[config.mk]
export PLATFORM = sky130hd
export DESIGN_NAME = xor_base64url_stream_decoder
export DESIGN_NICKNAME = d
export VERILOG_FILES = /design/src/sv/b64d_pkg.sv /design/src/sv/b64d_core.sv /design/src/sv/xor_base64url_stream_decoder.sv
export SDC_FILE = /design/constraint.sdc
export NUM_CORES = 1
export LEC_CHECK = 0
export ABC_AREA = 1
export BUFFER_PORTS_ARGS = -buffer_cell sky130_fd_sc_hd__buf_2
export CORE_MARGIN = 1.5
export CORE_UTILIZATION = 25
export CTS_CLUSTER_SIZE = 28
export DETAILED_ROUTE_END_ITERATION = 12
export GPL_TIMING_DRIVEN = 0
export PLACE_DENSITY = 0.45
export RECOVER_POWER = 25
export SETUP_SLACK_MARGIN = 0.02
export SLEW_MARGIN = 20
export SYNTH_ARGS = -nofsm -noshare
export SYNTH_HDL_FRONTEND = slang
export SYNTH_SLANG_ARGS = --single-unit
export TNS_END_PERCENT = 50
[constraint.sdc]
create_clock -name clk -period 2.5 [get_ports clk]
set_input_delay 0.125 -clock clk [delete_from_list [all_inputs] [get_ports clk]]
set_output_delay 0.125 -clock clk [all_outputs]
set_load 0.02 [all_outputs]
[src/sv/b64d_pkg.sv]
// ----------------------------------------------------------------------------
// b64d_pkg: shared types and constants for the XOR base64url decoder
// Character classes, symbol lookup and the result record passed to the top.
// ----------------------------------------------------------------------------
`default_nettype none

package b64d_pkg;

	localparam logic [7:0] XOR_KEY_RESET = 8'd11;

	localparam logic [7:0] CH_UPPER_A = 8'h41;
	localparam logic [7:0] CH_UPPER_Z = 8'h5A;
	localparam logic [7:0] CH_LOWER_A = 8'h61;
	localparam logic [7:0] CH_LOWER_Z = 8'h7A;
	localparam logic [7:0] CH_DIGIT_0 = 8'h30;
	localparam logic [7:0] CH_DIGIT_9 = 8'h39;
	localparam logic [7:0] CH_MINUS   = 8'h2D;
	localparam logic [7:0] CH_UNDER   = 8'h5F;
	localparam logic [7:0] CH_PAD     = 8'h3D;
	localparam logic [7:0] CH_NUL     = 8'h00;
	localparam logic [7:0] CH_SPACE   = 8'h20;
	localparam logic [7:0] CH_TAB     = 8'h09;
	localparam logic [7:0] CH_CR      = 8'h0D;

	typedef enum logic [1:0] {
		CLS_SPACE,
		CLS_STOP,
		CLS_SYMBOL,
		CLS_BAD
	} char_class_t;

	typedef struct packed {
		char_class_t cls;
		logic [5:0]  sextet;
	} char_info_t;

	typedef struct packed {
		logic       emit;
		logic [7:0] out_byte;
		logic       has_byte;
		logic       bad_char;
		logic       end_of_message;
	} b64d_result_t;

	function automatic char_info_t classify(input logic [7:0] c);
		char_info_t info;
		info.cls    = CLS_BAD;
		info.sextet = 6'd0;
		if ((c >= CH_TAB && c <= CH_CR) || c == CH_SPACE) begin
			info.cls = CLS_SPACE;
		end else if (c == CH_PAD || c == CH_NUL) begin
			info.cls = CLS_STOP;
		end else if (c >= CH_UPPER_A && c <= CH_UPPER_Z) begin
			info.cls    = CLS_SYMBOL;
			info.sextet = 6'(c - CH_UPPER_A);
		end else if (c >= CH_LOWER_A && c <= CH_LOWER_Z) begin
			info.cls    = CLS_SYMBOL;
			info.sextet = 6'(c - CH_LOWER_A + 8'd26);
		end else if (c >= CH_DIGIT_0 && c <= CH_DIGIT_9) begin
			info.cls    = CLS_SYMBOL;
			info.sextet = 6'(c - CH_DIGIT_0 + 8'd52);
		end else if (c == CH_MINUS) begin
			info.cls    = CLS_SYMBOL;
			info.sextet = 6'd62;
		end else if (c == CH_UNDER) begin
			info.cls    = CLS_SYMBOL;
			info.sextet = 6'd63;
		end
		return info;
	endfunction

endpackage

`default_nettype wire

[src/sv/b64d_core.sv]
// ----------------------------------------------------------------------------
// b64d_core: per-message decode state and next-result logic
// Classifies one key-mixed byte, updates the bit accumulator and flags.
// ----------------------------------------------------------------------------
`default_nettype none

module b64d_core
	import b64d_pkg::*;
(
	input  wire logic         clk,
	input  wire logic         arst_n,
	input  wire logic         fire,
	input  wire logic [7:0]   item_byte,
	input  wire logic         item_last,
	input  wire logic [7:0]   xor_key,
	output b64d_result_t      result
);

	logic [11:0] bit_store_q;
	logic [2:0]  bit_count_q;
	logic        stopped_q;
	logic        error_q;

	logic [11:0] store_nxt;
	logic [2:0]  count_nxt;
	logic        stopped_nxt;
	logic        error_nxt;
	logic [11:0] shifted;
	logic [7:0]  dec_byte;
	logic        has;
	logic        emit;
	char_info_t  info;

	always_comb begin
		info        = classify(item_byte ^ xor_key);
		shifted     = {bit_store_q[5:0], info.sextet};
		store_nxt   = bit_store_q;
		count_nxt   = bit_count_q;
		stopped_nxt = stopped_q;
		error_nxt   = error_q;
		has         = 1'b0;
		emit        = 1'b0;
		dec_byte    = 8'd0;
		if (!stopped_q && !error_q) begin
			case (info.cls)
				CLS_SPACE: begin
				end
				CLS_STOP: begin
					stopped_nxt = 1'b1;
				end
				CLS_SYMBOL: begin
					store_nxt = shifted;
					case (bit_count_q)
						3'd2: begin
							dec_byte  = shifted[7:0];
							has       = 1'b1;
							count_nxt = 3'd0;
						end
						3'd4: begin
							dec_byte  = shifted[9:2];
							has       = 1'b1;
							count_nxt = 3'd2;
						end
						3'd6: begin
							dec_byte  = shifted[11:4];
							has       = 1'b1;
							count_nxt = 3'd4;
						end
						default: begin
							count_nxt = 3'd6;
						end
					endcase
					emit = has;
				end
				default: begin
					error_nxt = 1'b1;
					emit      = 1'b1;
				end
			endcase
		end
		result.emit           = emit || item_last;
		result.out_byte       = dec_byte;
		result.has_byte       = has;
		result.bad_char       = error_nxt;
		result.end_of_message = item_last;
	end

	always_ff @(posedge clk or negedge arst_n) begin
		if (!arst_n) begin
			bit_store_q <= 12'd0;
			bit_count_q <= 3'd0;
			stopped_q   <= 1'b0;
			error_q     <= 1'b0;
		end else if (fire) begin
			if (item_last) begin
				bit_store_q <= 12'd0;
				bit_count_q <= 3'd0;
				stopped_q   <= 1'b0;
				error_q     <= 1'b0;
			end else begin
				bit_store_q <= store_nxt;
				bit_count_q <= count_nxt;
				stopped_q   <= stopped_nxt;
				error_q     <= error_nxt;
			end
		end
	end

	a_count_even: assert property (@(posedge clk) disable iff (!arst_n)
		!bit_count_q[0])
		else $error("bit count is odd");

	a_stop_err_excl: assert property (@(posedge clk) disable iff (!arst_n)
		!(stopped_q && error_q))
		else $error("stop and error both set");

	a_last_clears: assert property (@(posedge clk) disable iff (!arst_n)
		fire && item_last |=> bit_count_q == 3'd0 && !stopped_q && !error_q)
		else $error("state not cleared after end of message");

	a_byte_no_err: assert property (@(posedge clk) disable iff (!arst_n)
		fire && result.has_byte |=> !error_q)
		else $error("decoded byte together with error");

endmodule

`default_nettype wire

[src/sv/xor_base64url_stream_decoder.sv]
// ----------------------------------------------------------------------------
// xor_base64url_stream_decoder: key-mixed URL-safe base64 stream decoder
// Input bytes are XORed with a key and decoded; one result per decoded byte,
// per first invalid character, and per end of message (one result where they coincide).
//
// Usage:
//   s_axis carries one raw byte per transaction in tdata, message end in
//   tlast. m_axis carries the decoded byte in tdata, has_byte and bad_char in
//   tuser, and end_of_message in tlast. Bytes that cause no result (padding,
//   whitespace, partial sextets, anything after a stop or error) are consumed
//   silently. cfg_we/cfg_wdata load xor_key; write it only while idle.
//   Path: an accepted transaction loads the input register; its result is
//   registered from the decode stage once m_axis is free, and drives m_axis.
//   Throughput: one input transaction per cycle while m_axis is ready; the
//   single decode stage between the two registers sets this.
//   When m_axis stalls with a result held, the input register still accepts
//   one more transaction, then s_axis_tready drops until the result drains.
//   Reset clears the decode state and the valid flags of both registers and loads xor_key = 11.
// ----------------------------------------------------------------------------
`default_nettype none

module xor_base64url_stream_decoder
	import b64d_pkg::*;
(
	input  wire logic       clk,
	input  wire logic       arst_n,
	input  wire logic       cfg_we,
	input  wire logic [7:0] cfg_wdata,
	input  wire logic       s_axis_tvalid,
	output logic            s_axis_tready,
	input  wire logic [7:0] s_axis_tdata,   // [7:0] in_byte
	input  wire logic       s_axis_tlast,
	output logic            m_axis_tvalid,
	input  wire logic       m_axis_tready,
	output logic [7:0]      m_axis_tdata,   // [7:0] out_byte
	output logic [1:0]      m_axis_tuser,   // [0] has_byte, [1] bad_char
	output logic            m_axis_tlast
);

	logic [7:0]   xor_key_q;
	logic         valid_s1;
	logic [7:0]   byte_s1;
	logic         last_s1;
	logic         out_free;
	logic         fire;
	b64d_result_t result;

	assign out_free      = !m_axis_tvalid || m_axis_tready;
	assign fire          = valid_s1 && out_free;
	assign s_axis_tready = !valid_s1 || out_free;

	always_ff @(posedge clk or negedge arst_n) begin
		if (!arst_n) begin
			xor_key_q <= XOR_KEY_RESET;
		end else if (cfg_we) begin
			xor_key_q <= cfg_wdata;
		end
	end

	always_ff @(posedge clk or negedge arst_n) begin
		if (!arst_n) begin
			valid_s1 <= 1'b0;
		end else if (s_axis_tready) begin
			valid_s1 <= s_axis_tvalid;
		end
	end

	always_ff @(posedge clk) begin
		if (s_axis_tready && s_axis_tvalid) begin
			byte_s1 <= s_axis_tdata;
			last_s1 <= s_axis_tlast;
		end
	end

	b64d_core u_core (
		.clk       (clk),
		.arst_n    (arst_n),
		.fire      (fire),
		.item_byte (byte_s1),
		.item_last (last_s1),
		.xor_key   (xor_key_q),
		.result    (result)
	);

	always_ff @(posedge clk or negedge arst_n) begin
		if (!arst_n) begin
			m_axis_tvalid <= 1'b0;
		end else if (out_free) begin
			m_axis_tvalid <= fire && result.emit;
		end
	end

	always_ff @(posedge clk) begin
		if (fire && result.emit) begin
			m_axis_tdata <= result.out_byte;
			m_axis_tuser <= {result.bad_char, result.has_byte};
			m_axis_tlast <= result.end_of_message;
		end
	end

endmodule

`default_nettype wire

Word level (Yosys, flattened, before mapping):

Index checks and enable logic that the tools add are counted.
W data, S select, Z words.

* bits in registers: 41
* input bits: 22
* word-level logic and storage cells: 90

* $add $sub $neg: 5
* $lt $le $gt $ge: 8
* equal/unequal tests: 9
* multiplexer cells: 26
* bitwise logic cells: 1
* reductions and logical operators: 28

Operators by type and width (count)
* $mux W6: 5
* $eq A8 B6 Y1 const B: 3
* $mux W8: 3
* $pmux W8 S3: 1
* $ge A8 B7 Y1 const B: 2
* $le A8 B7 Y1 const B: 2
* $mux W7: 2
* $sub A6 B6 Y6 const B: 2
* $mux W3: 3
* $pmux W3 S3: 1
* $eq A8 B7 Y1 const B: 1
* $ge A8 B4 Y1 const B: 1
* $ge A8 B6 Y1 const B: 1
* $le A8 B4 Y1 const B: 1
* $le A8 B6 Y1 const B: 1
* $logic_and A1 B1 Y1: 8
* $logic_not A8 Y1: 1
* $mux W1: 8
* $xor A8 B8 Y8: 1
* $add A6 B5 Y6 const B: 1
* $add A6 B6 Y6 const B: 1
* $eq A3 B3 Y1 const B: 2
* $reduce_and A3 Y1: 2
* $reduce_bool A2 Y1: 3
* other kinds (12): 21

Depth between registers and ports, before layout:

* depth in word-level cells: 15
* mapped depth: 18
* gate-level depth less buffers: 18

Hierarchy:

From an unflattened synthesis, not the netlist that was laid out.

* cell total of the unflattened synthesis: 339
* area, all modules: 2651.3 µm²

Modules (own cells, without submodules)
* b64d_core: instances 1, cells each 271, area an instance 1634.1 µm², seq. area each 250.2 µm²
* xor_base64url_stream_decoder: instances 1, cells each 68, area an instance 1017.2 µm², seq. area each 854.6 µm²

Worst setup path before layout:

Ideal clock, no wire load.

* kind: flip-flop to flip-flop
* start point: reg xor_key_q[0]
* end point: reg m_axis_tdata[0] (enable)
* arrival: 2.055 ns
* required time: 2.155 ns
* slack: 0.100 ns
* stages on the path, launching flop included: 15
* buffers on the path: 0
* period minus slack after synthesis: 2.400 ns
* path through: dfstp_2 -> nand2_1 -> nand2_1 -> inv_1 -> ha_1 -> nand3_1 -> nand2_1 -> inv_1 -> nand2_1 -> nand2_2 -> nand3_2 -> nand3b_4 -> nand2_1 -> nand2_1 -> nand2_1

* cells in the longest elaborated chain, start to end: 15

Ends and longest elaborated chain
* start, declared: RTL line xor_base64url_stream_decoder.sv:40 `logic [7:0] xor_key_q;`
* start signal, assigned: RTL line xor_base64url_stream_decoder.sv:56 `xor_key_q <= cfg_wdata;`
* $xor A8 B8 Y8 *: RTL line b64d_core.sv:35 `info = classify(item_byte ^ xor_key);`
* parallel branches: the longest is 7 deep, another holds $ge A8 B6 Y1
* $mux W2 *: RTL line b64d_pkg.sv:49 `if ((c >= CH_TAB && c <= CH_CR) || c == CH_SPACE) begin`
* $eq A2 B1 Y1 / $logic_not A2 Y1 (equally long branches): RTL line b64d_core.sv:45 `case (info.cls)`
* $reduce_or A2 Y1 (no line)
* $pmux W1 S2 *: RTL line b64d_core.sv:45
* $mux W1 *: RTL line b64d_core.sv:44 `if (!stopped_q && !error_q) begin`
* $logic_or A1 B1 Y1 *: RTL line b64d_core.sv:81 `result.emit = emit || item_last;`
* $logic_and A1 B1 Y1 *: RTL line xor_base64url_stream_decoder.sv:94 `if (fire && result.emit) begin`
* end signal, assigned: RTL line xor_base64url_stream_decoder.sv:95 `m_axis_tdata <= result.out_byte;`
* end, declared: RTL line xor_base64url_stream_decoder.sv:35 `output logic [7:0] m_axis_tdata,`

Mark *: on every way between the ends.
A chain may end at the register's enable or synchronous reset.

Final worst setup path:

* start point: reg xor_key_q[1]
* end point: reg m_axis_tlast (enable)

* cells in the longest elaborated chain, start to end: 15

Ends and longest elaborated chain
* $xor A8 B8 Y8 *: RTL line b64d_core.sv:35
* parallel branches: the longest is 7 deep, another holds $ge A8 B6 Y1
* $mux W2 *: RTL line b64d_pkg.sv:49
* $eq A2 B1 Y1 / $logic_not A2 Y1 (equally long branches): RTL line b64d_core.sv:45
* $reduce_or A2 Y1 (no line)
* $pmux W1 S2 *: RTL line b64d_core.sv:45
* $mux W1 *: RTL line b64d_core.sv:44
* $logic_or A1 B1 Y1 *: RTL line b64d_core.sv:81
* $logic_and A1 B1 Y1 *: RTL line xor_base64url_stream_decoder.sv:94
* end signal, assigned: RTL line xor_base64url_stream_decoder.sv:97 `m_axis_tlast <= result.end_of_message;`
* end, declared: RTL line xor_base64url_stream_decoder.sv:37 `output logic m_axis_tlast`

Marks and branches as above.

==> reports/qor.csv <==
metric;value;unit
Cells after DPL;503;
P per Cell Area;762;nW/um2
Remaining Overflow, GRT;0;
Pleak;1.51;nW
Chip Height;103;um
clock sink count;40;
ranking of synthesized cells by area;edfxtp_1 24%, nand2_1 18%, dfrtp_1 17%;
final non-filler cell total;527;
clk_skew;4.93;ps
Clock Tree Root;clkbuf_8;
RSZ-0062 raised after global routing;false;
CP endpoint kind;flop;
layout cell share with drive strength beyond 1;0.218;
core area;9770;um2
CTS tree;yes;
Syn Inst Count;336;
Setup violations, final;0;
drt wl/cell;11.5;um
Synth area leader;edfxtp_1;
WS Path Type;reg2reg;
CP peak stage delay;550;ps
WHS Endpoint;xor_key_q[7];
Die X;103;um
CP Buf/Inv Count;2;
number of buffers created by CTS;5;
port bufs;34;
Final Critical Period;2370;ps
r2r startpoint;xor_key_q[1];
largest net degree at the start of global routing;21;
Initial Utilization;0.258;
r2r setup slk;130;ps
Hold Crit Start;cfg_wdata[7];
Min-Delay Path Class;in2reg;
1st-pass router iterations;4;
drt initial violations;123;
Vias;2262;
most used cell, CP;nand2_1;
synthesized area per cell;7.51;um2
Seq cells post-synth;40;
status;finished, final reports clean;
Fin. Hold Viols;0;
post-synthesis sequential area ratio;0.438;
Tcrit/Tclk final;0.946;
Diodes inserted;0;
Overall Global Routing Usage;0.126;
worst reg-to-reg path cell count;13;
initial antenna violation count;0;
commonest non-fill, non-tap cell in the layout;nand2_1;
Max Fanout on Critical Path;6;
Fillers;1073;
Max VDD drop;0.000242;V
clock transition at the registers of the reported paths;90;ps
hold depth;3;
DRC Markers;0;
clock latency on the worst-skew pair;300;ps
Post-Route WL;6060;um
Synth Cell Area;2520;um2
fmax;0.423;GHz
Register Area;1100;um2
Reg2Reg Capture Point;m_axis_tlast;
CP Cell Sequence;inv_1, nand2_1, nand2_4, ha_1, inv_1, nor2_1, nand2_1, nand3_2, nand2_2, nand3b_4, nand2_1, nand2_2, nand2_4;
first-pass GRT wire length;10400;um
synthesized net count;367;
most frequent cells in the layout;118 x nand2_1, 41 x nand3_1, 34 x inv_1, 33 x buf_2, 24 x nor2_1;
Die ar.;10700;um2
Avg Vias per Cell;4.29;
I/O Pins;35;
area delta synth->final;26.4;%
Worst path slowest cell;dfstp_2;
Fin Setup TNS;0;ps
synth unique cells;25;
Worst Path Required;2510;ps
Yosys warnings;0;
WP data arrival;2380;ps
top cell type's share of synthesized area;0.238;
Rel. slew slack;0.193;
H-tree Lvls;2;
nets;424;
Max Cap Violations;0;
row count;36;
Top delay family on crit path;simple AND/OR/NAND/NOR gates;
startpoint class of the critical path;flop;
HPWL after detailed placement;4490;um
Multi-input gate area;1330;um2
CTS Buffer Depth;2;
remaining antenna violation count;0;
actual slew at the worst max-slew pin;1210;ps
vias in the first global route;2222;
Final Max Slew Viols;0;
RD Place Congestion;0.824;
[flip-flops by register name (all words and copies together) (netlist names)]
name                count
xor_key_q               8
m_axis_tuser            2
m_axis_tvalid           1
u_core.stopped_q        1
m_axis_tdata            8
u_core.bit_store_q      6
m_axis_tlast            1
valid_s1                1
last_s1                 1
u_core.error_q          1
u_core.bit_count_q      2
byte_s1                 8
[synthesized netlist by cell type, drive strengths merged]
cell / count
nand3: 50
o21ai: 17
dfrtp: 17
clkinv: 1
nor2: 28
a31oi: 5
dfstp: 3
nand2: 132
clkbuf: 3
xor2: 5
inv: 39
nand4: 1
o21bai: 1
edfxtp: 20
nand3b: 3
nor3b: 1
ha: 9
buf: 1
[worst reg2reg max path, delay by kind of cell (launching register included)]
kind / cells / cell delay, ps
flops: 1 / 550
fa+ha+maj: 1 / 240
simple gates: 10 / 1110
buf+inv: 2 / 160
[logic make-up after synthesis]
kind of cell,synth area share
AO/OA/AOI/OAI,0.0506
XOR/XNOR,0.0174
adder cells (fa/ha/maj),0.0446
buffers and inverters,0.0654
flip-flops,0.438
AND/OR/NAND/NOR,0.384
[power breakdown]
part,internal [mW],total (mW),switching (mW)
Clock,0.301,0.571,0.270
Combinational,0.305,0.928,0.623
Sequential,0.859,0.931,0.0719
Total,1.47,2.43,0.965
[metrics by stage]
step            util  worst slack, ps  power [mW]  hold WS [ps]  cell area [um2]
6_report       0.326              134        2.43          20.2             3190
5_1_grt        0.326             12.2        2.63          23.0             3190
4_1_cts        0.318             46.1        2.42          12.6             3110
3_5_place_dp   0.293             -363        1.79           127             2860
3_3_place_gp   0.293             -386        1.78           124             2860
2_1_floorplan      -              100        1.55          -171             2520
[what timing repair did]
item | 4_1_cts | 5_1_grt
gates resized for setup | 9 | 9
cloned | 1 | 0
hold buffers | 10 | 0
pin swaps | 2 | 2
hold endpoints to repair | 26 | 0
buffers inserted | 0 | 5
setup endpoints to repair | 17 | 27
[cell type report]
class,instances,share of cell area
clock inverters,3,0.0145
inverters,40,0.0478
well taps,133,0.0522
multi-input cells,253,0.417
repair buffers,49,0.0961
plain buffers,4,0.00471
clock buffers,5,0.0216
flip-flops and latches,40,0.346
[worst max path at each step]
stage	from	endpoint	slack, ps	depth (start not counted)
6_report	xor_key_q[1]	m_axis_tlast	130	13
5_1_grt	xor_key_q[1]	m_axis_tlast	10	13
3_3_place_gp	xor_key_q[0]	m_axis_tdata[3]	-390	13
3_5_place_dp	xor_key_q[0]	m_axis_tdata[3]	-360	14
4_1_cts	xor_key_q[0]	m_axis_tuser[0]	50	14
2_1_floorplan	xor_key_q[0]	m_axis_tdata[0]	100	14
[routing by layer]
layer	GRT usage	wire length [um]
met4	0.0395	105
met1	0.161	2960
met2	0.215	2820
met5	0	0
met3	0.0262	172
(Power assumes the default switching activity.)
